## src/hw/rtl/rstat_pkg.sv

```systemverilog
package rstat_pkg;

	// fixed-point fraction bits of mean and deviation
	localparam int FRAC = 8;

	typedef enum logic [3:0] {
		CMD_NONE,
		CMD_CAPTURE,
		CMD_UPDATE,
		CMD_MEAN_LOAD,
		CMD_DIV_STEP,
		CMD_MEAN_TAKE,
		CMD_MULA_LOAD,
		CMD_MUL_STEP,
		CMD_MULB_LOAD,
		CMD_DEN,
		CMD_VAR_LOAD,
		CMD_ROOT_LOAD,
		CMD_ROOT_STEP,
		CMD_OUT_LOAD
	} cmd_t;

	typedef enum logic [3:0] {
		ST_IDLE,
		ST_UPDATE,
		ST_MEAN_LOAD,
		ST_MEAN_DIV,
		ST_MEAN_TAKE,
		ST_MULA_LOAD,
		ST_MULA,
		ST_MULB_LOAD,
		ST_MULB,
		ST_DEN,
		ST_VAR_LOAD,
		ST_VAR_DIV,
		ST_ROOT_LOAD,
		ST_ROOT,
		ST_FINISH
	} state_t;

	typedef struct packed {
		cmd_t op;
	} ctl_t;

	typedef struct packed {
		logic two_plus;
		logic out_free;
	} stat_t;

endpackage

```

## src/hw/rtl/rstat_ctrl.sv

```systemverilog
module rstat_ctrl #(
	parameter int COUNT_BITS  = 24,
	parameter int SAMPLE_BITS = 16
) (
	input  logic             clk,
	input  logic             arst_n,
	input  logic             in_valid,
	output logic             in_stall,
	input  rstat_pkg::stat_t stat,
	output rstat_pkg::ctl_t  ctl
);
	import rstat_pkg::*;

	localparam int TB       = COUNT_BITS + SAMPLE_BITS;
	localparam int FIX      = SAMPLE_BITS + FRAC;
	localparam int DW       = 2 * TB + 2 * FRAC;
	localparam int SW       = $clog2(DW + 1);
	localparam int MEAN_LEN = TB + FRAC;

	state_t        state_q, state_d;
	logic [SW-1:0] step_q;
	logic          step_clr;

	// state register and step counter
	always_ff @(posedge clk or negedge arst_n) begin
		if (!arst_n) begin
			state_q <= ST_IDLE;
			step_q  <= '0;
		end else begin
			state_q <= state_d;
			if (step_clr)
				step_q <= '0;
			else
				step_q <= step_q + 1'b1;
		end
	end

	// next state and command
	always_comb begin
		state_d  = state_q;
		ctl.op   = CMD_NONE;
		step_clr = 1'b1;
		in_stall = 1'b1;
		case (state_q)
			ST_IDLE: begin
				in_stall = 1'b0;
				if (in_valid) begin
					ctl.op  = CMD_CAPTURE;
					state_d = ST_UPDATE;
				end
			end
			ST_UPDATE: begin
				ctl.op  = CMD_UPDATE;
				state_d = ST_MEAN_LOAD;
			end
			ST_MEAN_LOAD: begin
				ctl.op  = CMD_MEAN_LOAD;
				state_d = ST_MEAN_DIV;
			end
			ST_MEAN_DIV: begin
				ctl.op   = CMD_DIV_STEP;
				step_clr = 1'b0;
				if (step_q == SW'(MEAN_LEN - 1)) begin
					step_clr = 1'b1;
					state_d  = ST_MEAN_TAKE;
				end
			end
			ST_MEAN_TAKE: begin
				ctl.op  = CMD_MEAN_TAKE;
				state_d = stat.two_plus ? ST_MULA_LOAD : ST_FINISH;
			end
			ST_MULA_LOAD: begin
				ctl.op  = CMD_MULA_LOAD;
				state_d = ST_MULA;
			end
			ST_MULA: begin
				ctl.op   = CMD_MUL_STEP;
				step_clr = 1'b0;
				if (step_q == SW'(COUNT_BITS - 1)) begin
					step_clr = 1'b1;
					state_d  = ST_MULB_LOAD;
				end
			end
			ST_MULB_LOAD: begin
				ctl.op  = CMD_MULB_LOAD;
				state_d = ST_MULB;
			end
			ST_MULB: begin
				ctl.op   = CMD_MUL_STEP;
				step_clr = 1'b0;
				if (step_q == SW'(TB - 1)) begin
					step_clr = 1'b1;
					state_d  = ST_DEN;
				end
			end
			ST_DEN: begin
				ctl.op  = CMD_DEN;
				state_d = ST_VAR_LOAD;
			end
			ST_VAR_LOAD: begin
				ctl.op  = CMD_VAR_LOAD;
				state_d = ST_VAR_DIV;
			end
			ST_VAR_DIV: begin
				ctl.op   = CMD_DIV_STEP;
				step_clr = 1'b0;
				if (step_q == SW'(DW - 1)) begin
					step_clr = 1'b1;
					state_d  = ST_ROOT_LOAD;
				end
			end
			ST_ROOT_LOAD: begin
				ctl.op  = CMD_ROOT_LOAD;
				state_d = ST_ROOT;
			end
			ST_ROOT: begin
				ctl.op   = CMD_ROOT_STEP;
				step_clr = 1'b0;
				if (step_q == SW'(FIX - 1)) begin
					step_clr = 1'b1;
					state_d  = ST_FINISH;
				end
			end
			ST_FINISH: begin
				if (stat.out_free) begin
					ctl.op  = CMD_OUT_LOAD;
					state_d = ST_IDLE;
				end
			end
			default: begin
				state_d = ST_IDLE;
			end
		endcase
	end

endmodule

```

## src/hw/rtl/rstat_dp.sv

```systemverilog
module rstat_dp #(
	parameter int COUNT_BITS  = 24,
	parameter int SAMPLE_BITS = 16
) (
	input  logic                                          clk,
	input  logic                                          arst_n,
	input  rstat_pkg::ctl_t                               ctl,
	output rstat_pkg::stat_t                              stat,
	input  logic signed [SAMPLE_BITS-1:0]                 sample,
	output logic                                          out_valid,
	input  logic                                          out_stall,
	output logic [COUNT_BITS-1:0]                         count,
	output logic signed [COUNT_BITS+SAMPLE_BITS-1:0]      total,
	output logic signed [SAMPLE_BITS-1:0]                 smallest,
	output logic signed [SAMPLE_BITS-1:0]                 largest,
	output logic signed [SAMPLE_BITS+rstat_pkg::FRAC-1:0] mean,
	output logic [SAMPLE_BITS+rstat_pkg::FRAC-1:0]        deviation,
	output logic                                          deviation_valid,
	output logic                                          dropped
);
	import rstat_pkg::*;

	localparam int C   = COUNT_BITS;
	localparam int S   = SAMPLE_BITS;
	localparam int TB  = C + S;
	localparam int SQ  = C + 2 * S - 2;
	localparam int FIX = S + FRAC;
	localparam int W   = 2 * TB + 1;
	localparam int DW  = W - 1 + 2 * FRAC;
	localparam int DV  = 2 * C;
	localparam int QW  = 2 * FIX;

	// running state
	logic [C-1:0]         cnt_q;
	logic signed [TB-1:0] sum_q;
	logic [SQ-1:0]        sq_q;
	logic signed [S-1:0]  min_q, max_q;
	logic                 drop_q;

	// captured sample and its square
	logic signed [S-1:0] samp_q;
	logic [2*S-1:0]      sqr;
	logic [S-1:0]        mag;

	// shared divider, multiplier and root
	logic [DW-1:0]  num_q;
	logic [DV-1:0]  den_q, rem_q;
	logic [QW-1:0]  quo_q;
	logic [W-1:0]   prod_q, mcand_q;
	logic [TB-1:0]  mplier_q;
	logic           sub_q, neg_q;
	logic [QW-1:0]  v_q, res_q, bit_q;
	logic [FIX-1:0] mean_q;

	logic [TB-1:0]  abs_sum;
	logic [DV:0]    rem2;
	logic [QW-1:0]  trial;
	logic [FIX-1:0] qlow;
	logic           two_plus;

	assign mag      = samp_q[S-1] ? (~samp_q + 1'b1) : samp_q;
	assign sqr      = (2*S)'(mag) * (2*S)'(mag);
	assign abs_sum  = sum_q[TB-1] ? (~sum_q + 1'b1) : sum_q;
	assign rem2     = {rem_q, num_q[DW-1]};
	assign trial    = res_q + bit_q;
	assign qlow     = quo_q[FIX-1:0];
	assign two_plus = (cnt_q[C-1:1] != '0);

	assign stat.two_plus = two_plus;
	assign stat.out_free = !out_valid || !out_stall;

	// statistics update
	always_ff @(posedge clk or negedge arst_n) begin
		if (!arst_n) begin
			cnt_q  <= '0;
			sum_q  <= '0;
			sq_q   <= '0;
			min_q  <= '0;
			max_q  <= '0;
			drop_q <= 1'b0;
		end else if (ctl.op == CMD_UPDATE) begin
			drop_q <= (cnt_q == '1);
			if (cnt_q != '1) begin
				cnt_q <= cnt_q + 1'b1;
				sum_q <= sum_q + {{(TB-S){samp_q[S-1]}}, samp_q};
				sq_q  <= sq_q + SQ'(sqr);
				if (cnt_q == '0 || samp_q < min_q)
					min_q <= samp_q;
				if (cnt_q == '0 || samp_q > max_q)
					max_q <= samp_q;
			end
		end
	end

	// sample capture; its square is formed during the update
	always_ff @(posedge clk) begin
		if (ctl.op == CMD_CAPTURE)
			samp_q <= sample;
	end

	// restoring divider, shift-add multiplier, digit-pair square root
	always_ff @(posedge clk) begin
		case (ctl.op)
			CMD_MEAN_LOAD: begin
				num_q <= {abs_sum, {FRAC{1'b0}}, {(DW-TB-FRAC){1'b0}}};
				den_q <= DV'(cnt_q);
				rem_q <= '0;
				quo_q <= '0;
			end
			CMD_DIV_STEP: begin
				num_q <= {num_q[DW-2:0], 1'b0};
				if (rem2 >= {1'b0, den_q}) begin
					rem_q <= DV'(rem2 - {1'b0, den_q});
					quo_q <= {quo_q[QW-2:0], 1'b1};
				end else begin
					rem_q <= rem2[DV-1:0];
					quo_q <= {quo_q[QW-2:0], 1'b0};
				end
			end
			CMD_MEAN_TAKE: begin
				mean_q <= sum_q[TB-1] ? (~qlow + 1'b1) : qlow;
			end
			CMD_MULA_LOAD: begin
				prod_q   <= '0;
				mcand_q  <= W'(sq_q);
				mplier_q <= TB'(cnt_q);
				sub_q    <= 1'b0;
			end
			CMD_MUL_STEP: begin
				if (mplier_q[0])
					prod_q <= sub_q ? (prod_q - mcand_q) : (prod_q + mcand_q);
				mcand_q  <= {mcand_q[W-2:0], 1'b0};
				mplier_q <= {1'b0, mplier_q[TB-1:1]};
			end
			CMD_MULB_LOAD: begin
				mcand_q  <= W'(abs_sum);
				mplier_q <= abs_sum;
				sub_q    <= 1'b1;
			end
			CMD_DEN: begin
				den_q <= DV'(cnt_q) * DV'(cnt_q - 1'b1);
				neg_q <= prod_q[W-1];
			end
			CMD_VAR_LOAD: begin
				num_q <= {prod_q[W-2:0], {(2*FRAC){1'b0}}};
				rem_q <= '0;
				quo_q <= '0;
			end
			CMD_ROOT_LOAD: begin
				v_q   <= neg_q ? '0 : quo_q;
				res_q <= '0;
				bit_q <= {2'b01, {(QW-2){1'b0}}};
			end
			CMD_ROOT_STEP: begin
				if (v_q >= trial) begin
					v_q   <= v_q - trial;
					res_q <= {1'b0, res_q[QW-1:1]} + bit_q;
				end else begin
					res_q <= {1'b0, res_q[QW-1:1]};
				end
				bit_q <= {2'b00, bit_q[QW-1:2]};
			end
			default: begin
			end
		endcase
	end

	// output register
	always_ff @(posedge clk or negedge arst_n) begin
		if (!arst_n)
			out_valid <= 1'b0;
		else if (ctl.op == CMD_OUT_LOAD)
			out_valid <= 1'b1;
		else if (!out_stall)
			out_valid <= 1'b0;
	end

	always_ff @(posedge clk) begin
		if (ctl.op == CMD_OUT_LOAD) begin
			count           <= cnt_q;
			total           <= sum_q;
			smallest        <= min_q;
			largest         <= max_q;
			mean            <= mean_q;
			deviation       <= two_plus ? res_q[FIX-1:0] : '0;
			deviation_valid <= two_plus;
			dropped         <= drop_q;
		end
	end

endmodule

```

## src/hw/rtl/running_statistics.sv

```systemverilog
// Running statistics over a stream of signed samples.
// Input channel: sample with in_valid/in_stall; a beat is taken when in_valid
// is high and in_stall low. Output channel: count, total, smallest, largest,
// mean, deviation, deviation_valid and dropped with out_valid/out_stall,
// one result beat for every input beat.
// The first sample runs the mean division only. Every later sample also runs
// the variance, all on one shared restoring divider (one quotient bit per
// cycle), a shift-add multiplier (one multiplier bit per cycle) and a square
// root giving one result bit per cycle. The next sample can be taken in the
// cycle after a result is loaded into the output register.
// One sample is in work at a time; in_stall is low only while idle.
// The result sits in an output register, so the next sample is taken while
// a finished result waits; a stalled receiver holds the result and blocks
// only the end of the following computation.
// Reset clears count, sum, sum of squares, minimum and maximum and drops
// any pending result. At full count a sample is ignored and flagged.
module running_statistics #(
	parameter int COUNT_BITS  = 24,
	parameter int SAMPLE_BITS = 16
) (
	input  logic                                          clk,
	input  logic                                          arst_n,
	input  logic                                          in_valid,
	output logic                                          in_stall,
	input  logic signed [SAMPLE_BITS-1:0]                 sample,
	output logic                                          out_valid,
	input  logic                                          out_stall,
	output logic [COUNT_BITS-1:0]                         count,
	output logic signed [COUNT_BITS+SAMPLE_BITS-1:0]      total,
	output logic signed [SAMPLE_BITS-1:0]                 smallest,
	output logic signed [SAMPLE_BITS-1:0]                 largest,
	output logic signed [SAMPLE_BITS+rstat_pkg::FRAC-1:0] mean,
	output logic [SAMPLE_BITS+rstat_pkg::FRAC-1:0]        deviation,
	output logic                                          deviation_valid,
	output logic                                          dropped
);
	import rstat_pkg::*;

	ctl_t  ctl;
	stat_t stat;

	rstat_ctrl #(
		.COUNT_BITS (COUNT_BITS),
		.SAMPLE_BITS(SAMPLE_BITS)
	) u_ctrl (
		.clk     (clk),
		.arst_n  (arst_n),
		.in_valid(in_valid),
		.in_stall(in_stall),
		.stat    (stat),
		.ctl     (ctl)
	);

	rstat_dp #(
		.COUNT_BITS (COUNT_BITS),
		.SAMPLE_BITS(SAMPLE_BITS)
	) u_dp (
		.clk            (clk),
		.arst_n         (arst_n),
		.ctl            (ctl),
		.stat           (stat),
		.sample         (sample),
		.out_valid      (out_valid),
		.out_stall      (out_stall),
		.count          (count),
		.total          (total),
		.smallest       (smallest),
		.largest        (largest),
		.mean           (mean),
		.deviation      (deviation),
		.deviation_valid(deviation_valid),
		.dropped        (dropped)
	);

endmodule

```

## config.mk

```make
export PLATFORM = sky130hd
export DESIGN_NAME = running_statistics
export DESIGN_NICKNAME = d
export VERILOG_FILES = /design/src/hw/rtl/rstat_pkg.sv /design/src/hw/rtl/rstat_ctrl.sv /design/src/hw/rtl/rstat_dp.sv /design/src/hw/rtl/running_statistics.sv
export SDC_FILE = /design/constraint.sdc
export NUM_CORES = 2
export LEC_CHECK = 0
export ABC_AREA = 1
export ABC_CLOCK_PERIOD_IN_PS = 9500
export BUFFER_PORTS_ARGS = -buffer_cell sky130_fd_sc_hd__buf_2
export CORE_ASPECT_RATIO = 1.2
export CORE_UTILIZATION = 50
export DETAILED_ROUTE_END_ITERATION = 8
export HOLD_SLACK_MARGIN = 0.06
export PLACE_DENSITY = 0.66
export SYNTH_ARGS = -nofsm -noshare
export SYNTH_HDL_FRONTEND = slang
export SYNTH_SLANG_ARGS = --single-unit
```

## constraint.sdc

```tcl
create_clock -name clk -period 9.5 [get_ports clk]
set_input_delay 0.95 -clock clk [delete_from_list [all_inputs] [get_ports clk]]
set_output_delay 0.95 -clock clk [all_outputs]
set_load 0.02 [all_outputs]
```

==> metrics <==
final cycle utilization of the critical path=97.14%; DRC violations left=0; Placer Congestion=1.032; area post-placement=96510 um2; initial antenna violation count=16; Critical Path AT=9700 ps; die area=186900 um2; DPL Wire Length=298600 um; GRT overflow=0; FF-to-FF Start=u_dp.cnt_q[3]; die extent in x=394.8 um; drt wl/cell=24.71 um; FFs w/ async S/R, synth=18.17%; synthesized cell area=92580 um2; Port Buffers=167; max cap viols=0; Die Height=473.4 um; Tot GR Track Use=38.70%; most frequent CP cell=fa_1; drt initial violations=7216; CTS tree=done; minimum clock period=9228 ps; Post-Place Setup Slack=162.2 ps; DRT Pass-1 Iters=6; Mapped Cells=12050; clock latency on the worst-skew pair=830 ps; htree depth=3; post-synth cell types=65; outcome=completed; synthesized flop and latch total=897; Post-synth EDFFs=734; worst r2r path cells=28; Slew @ Worst Pin=1304 ps; unrepaired setup endpoints after global routing=no; Final Hold Fails=0; # setup viols final=0; delay-heaviest family, CP=adder cells; Avg Cell Area, Syn=7.683 um2; clock root cell=clkbuf_16; Ys Warns=0; Crit path required time=9970 ps; Cell Rows=172; Core Footprint=183600 um2; drt total wl=364500 um; Seq/Total Area, Yosys=28.21%; design area=100200 um2; Vias/cell=5.648; crit end category=flip-flop; DRT antenna net count=0; Setup Crit Path Kind=reg2reg; Max-slew headroom=12.14%; TritonCTS Buffers=102; ratio of cells with drive above 1 in the final layout=4.623%; initial core utilization=50.43%; Final TNS setup=0 ps; Longest Clk Path Bufs=3; post-layout util=54.56%; clock-pin slew on the worst setup and hold paths=70 ps; Worst setup SP type=flip-flop; CP peak stage delay=630 ps; Via Count=83320; largest net degree at the start of global routing=88; Post-Route Skew=100.7 ps; main flop type after synthesis=edfxtp_1; Area Overhead vs Synth=8.185%; first-pass GRT wire length=535900 um; worst r2r dst=u_dp.den_q[22]; # fillers=17710; # clock sinks=897; Final Max Tran Viols=0; nets=13600; Critical Path Fanout Max=14; slowest library cell on the worst path=o21ai_0; # hold bufs at CTS=0; max frequency=108.4 MHz; via count of the first global-routing pass=84880; I/O pin count=168; final worst-path setup slack=271.9 ps; Buf/Inv on CP=7; Hold Path Class=in2async; r2r setup slk=270 ps
flip-flops by register name, summed over array words and instances (netlist names), 24 cells and up:
register / cells
u_dp.bit_q: 24
u_dp.cnt_q: 24
u_dp.count: 24
u_dp.den_q: 48
u_dp.deviation: 24
u_dp.mcand_q: 81
u_dp.mean: 24
u_dp.mean_q: 24
u_dp.mplier_q: 40
u_dp.num_q: 80
u_dp.prod_q: 81
u_dp.quo_q: 48
u_dp.rem_q: 48
u_dp.res_q: 48
u_dp.sq_q: 54
u_dp.sum_q: 40
u_dp.total: 40
u_dp.v_q: 48
through the flow:
stage	hold slack, ps	instances
floorplan	400.3	12100
global placement	404.3	14550
detailed placement	404.5	14550
CTS	136.1	14740
global route	173.2	14750
finish	164.6	14750
routing by layer:
metal / wire, um / GRT usage, % / share of wire, % / vias up
met3: 27130 / 6.768 / 7.4 / 1053
met1: 135300 / 44.79 / 37 / 40200
met4: 31950 / 28.38 / 8.8 / 12
li1: - / - / - / 38390
met5: 115 / 0 / 0.032 / -
met2: 170100 / 64.54 / 47 / 3665
cell type report:
| type | count | area (um2) | share of cell area (%) |
|---|---|---|---|
| antenna | 7 | 17.52 | 0.01749 |
| clock buffer | 128 | 2741 | 2.737 |
| clock inverter | 64 | 882.1 | 0.8807 |
| inverter | 2309 | 8675 | 8.661 |
| multi-input combinational | 8616 | 56880 | 56.79 |
| sequential | 897 | 26120 | 26.08 |
| tap | 2436 | 3048 | 3.043 |
| timing repair buffer | 294 | 1798 | 1.795 |
placed cells by master (no fill, tap or decap), types with 162 or more instances in the layout:
cell / Yosys / layout
nand2_1: 2645 / 2641
inv_1: 2272 / 2270
nor2_1: 1721 / 1713
fa_1: 821 / 821
edfxtp_1: 734 / 734
a21oi_1: 596 / 596
o21ai_0: 574 / 572
nand3_1: 538 / 537
ha_1: 537 / 537
xor2_1: 214 / 214
buf_2: 58 / 166
dfrtp_1: 163 / 162
what timing repair did:
action,CTS,global route
endpoints found under the hold margin,0,0
buffers inserted,0,0
setup endpoints to repair,0,2
resized for setup,0,1
cell usage after synthesis (44+ instances only):
cell	number	area share, %
a21o_1	44	0.36
a21oi_1	596	3.2
a22oi_1	50	0.41
buf_2	58	0.31
clkbuf_1	171	0.69
dfrtp_1	163	4.4
edfxtp_1	734	24
fa_1	821	18
ha_1	537	7.3
inv_1	2272	9.2
nand2_1	2645	11
nand3_1	538	2.9
nand4_1	119	0.80
nor2_1	1721	7.0
nor3_1	103	0.56
nor4_1	48	0.32
o21ai_0	574	3.1
o21bai_1	59	0.48
xnor2_1	125	1.2
xor2_1	214	2.0
logic make-up (layout without fill, tap and decap cells):
family                   Yosys count  count (layout)  share of synthesized area (%)
AO/OA/AOI/OAI                   1584            1584                          9.668
flip-flops                       897             897                          28.21
adder cells (fa/ha/maj)         1358            1358                          25.01
other                              2              59                       0.008112
XOR/XNOR                         339             339                          3.207
buffers and inverters           2587            2795                          10.67
AND/OR/NAND/NOR                 5283            5283                          23.22
worst max-delay path by stage:
stage / from / end / slack [ps] / cells past startpoint
global placement: u_dp.cnt_q[5] / u_dp.den_q[22] / 170 / 25
global route: u_dp.cnt_q[3] / u_dp.den_q[22] / 140 / 28
detailed placement: u_dp.cnt_q[5] / u_dp.den_q[22] / 160 / 25
floorplan: u_dp.cnt_q[1] / u_dp.den_q[45] / 1530 / 36
finish: u_dp.cnt_q[3] / u_dp.den_q[22] / 270 / 28
CTS: u_dp.cnt_q[5] / u_dp.den_q[22] / 200 / 25
worst register-to-register path: cells and delay by family (launching register included):
family          cells  cell delay, ps
compound gates      4            1660
xor+xnor            1             250
fa+ha+maj           9            4250
buf+inv             7            1130
flops               1             400
simple gates        7            1280
Power is left out: the tool's default activity adds up to more than one toggle a clock period on the data nets, which glitch-free logic cannot reach.
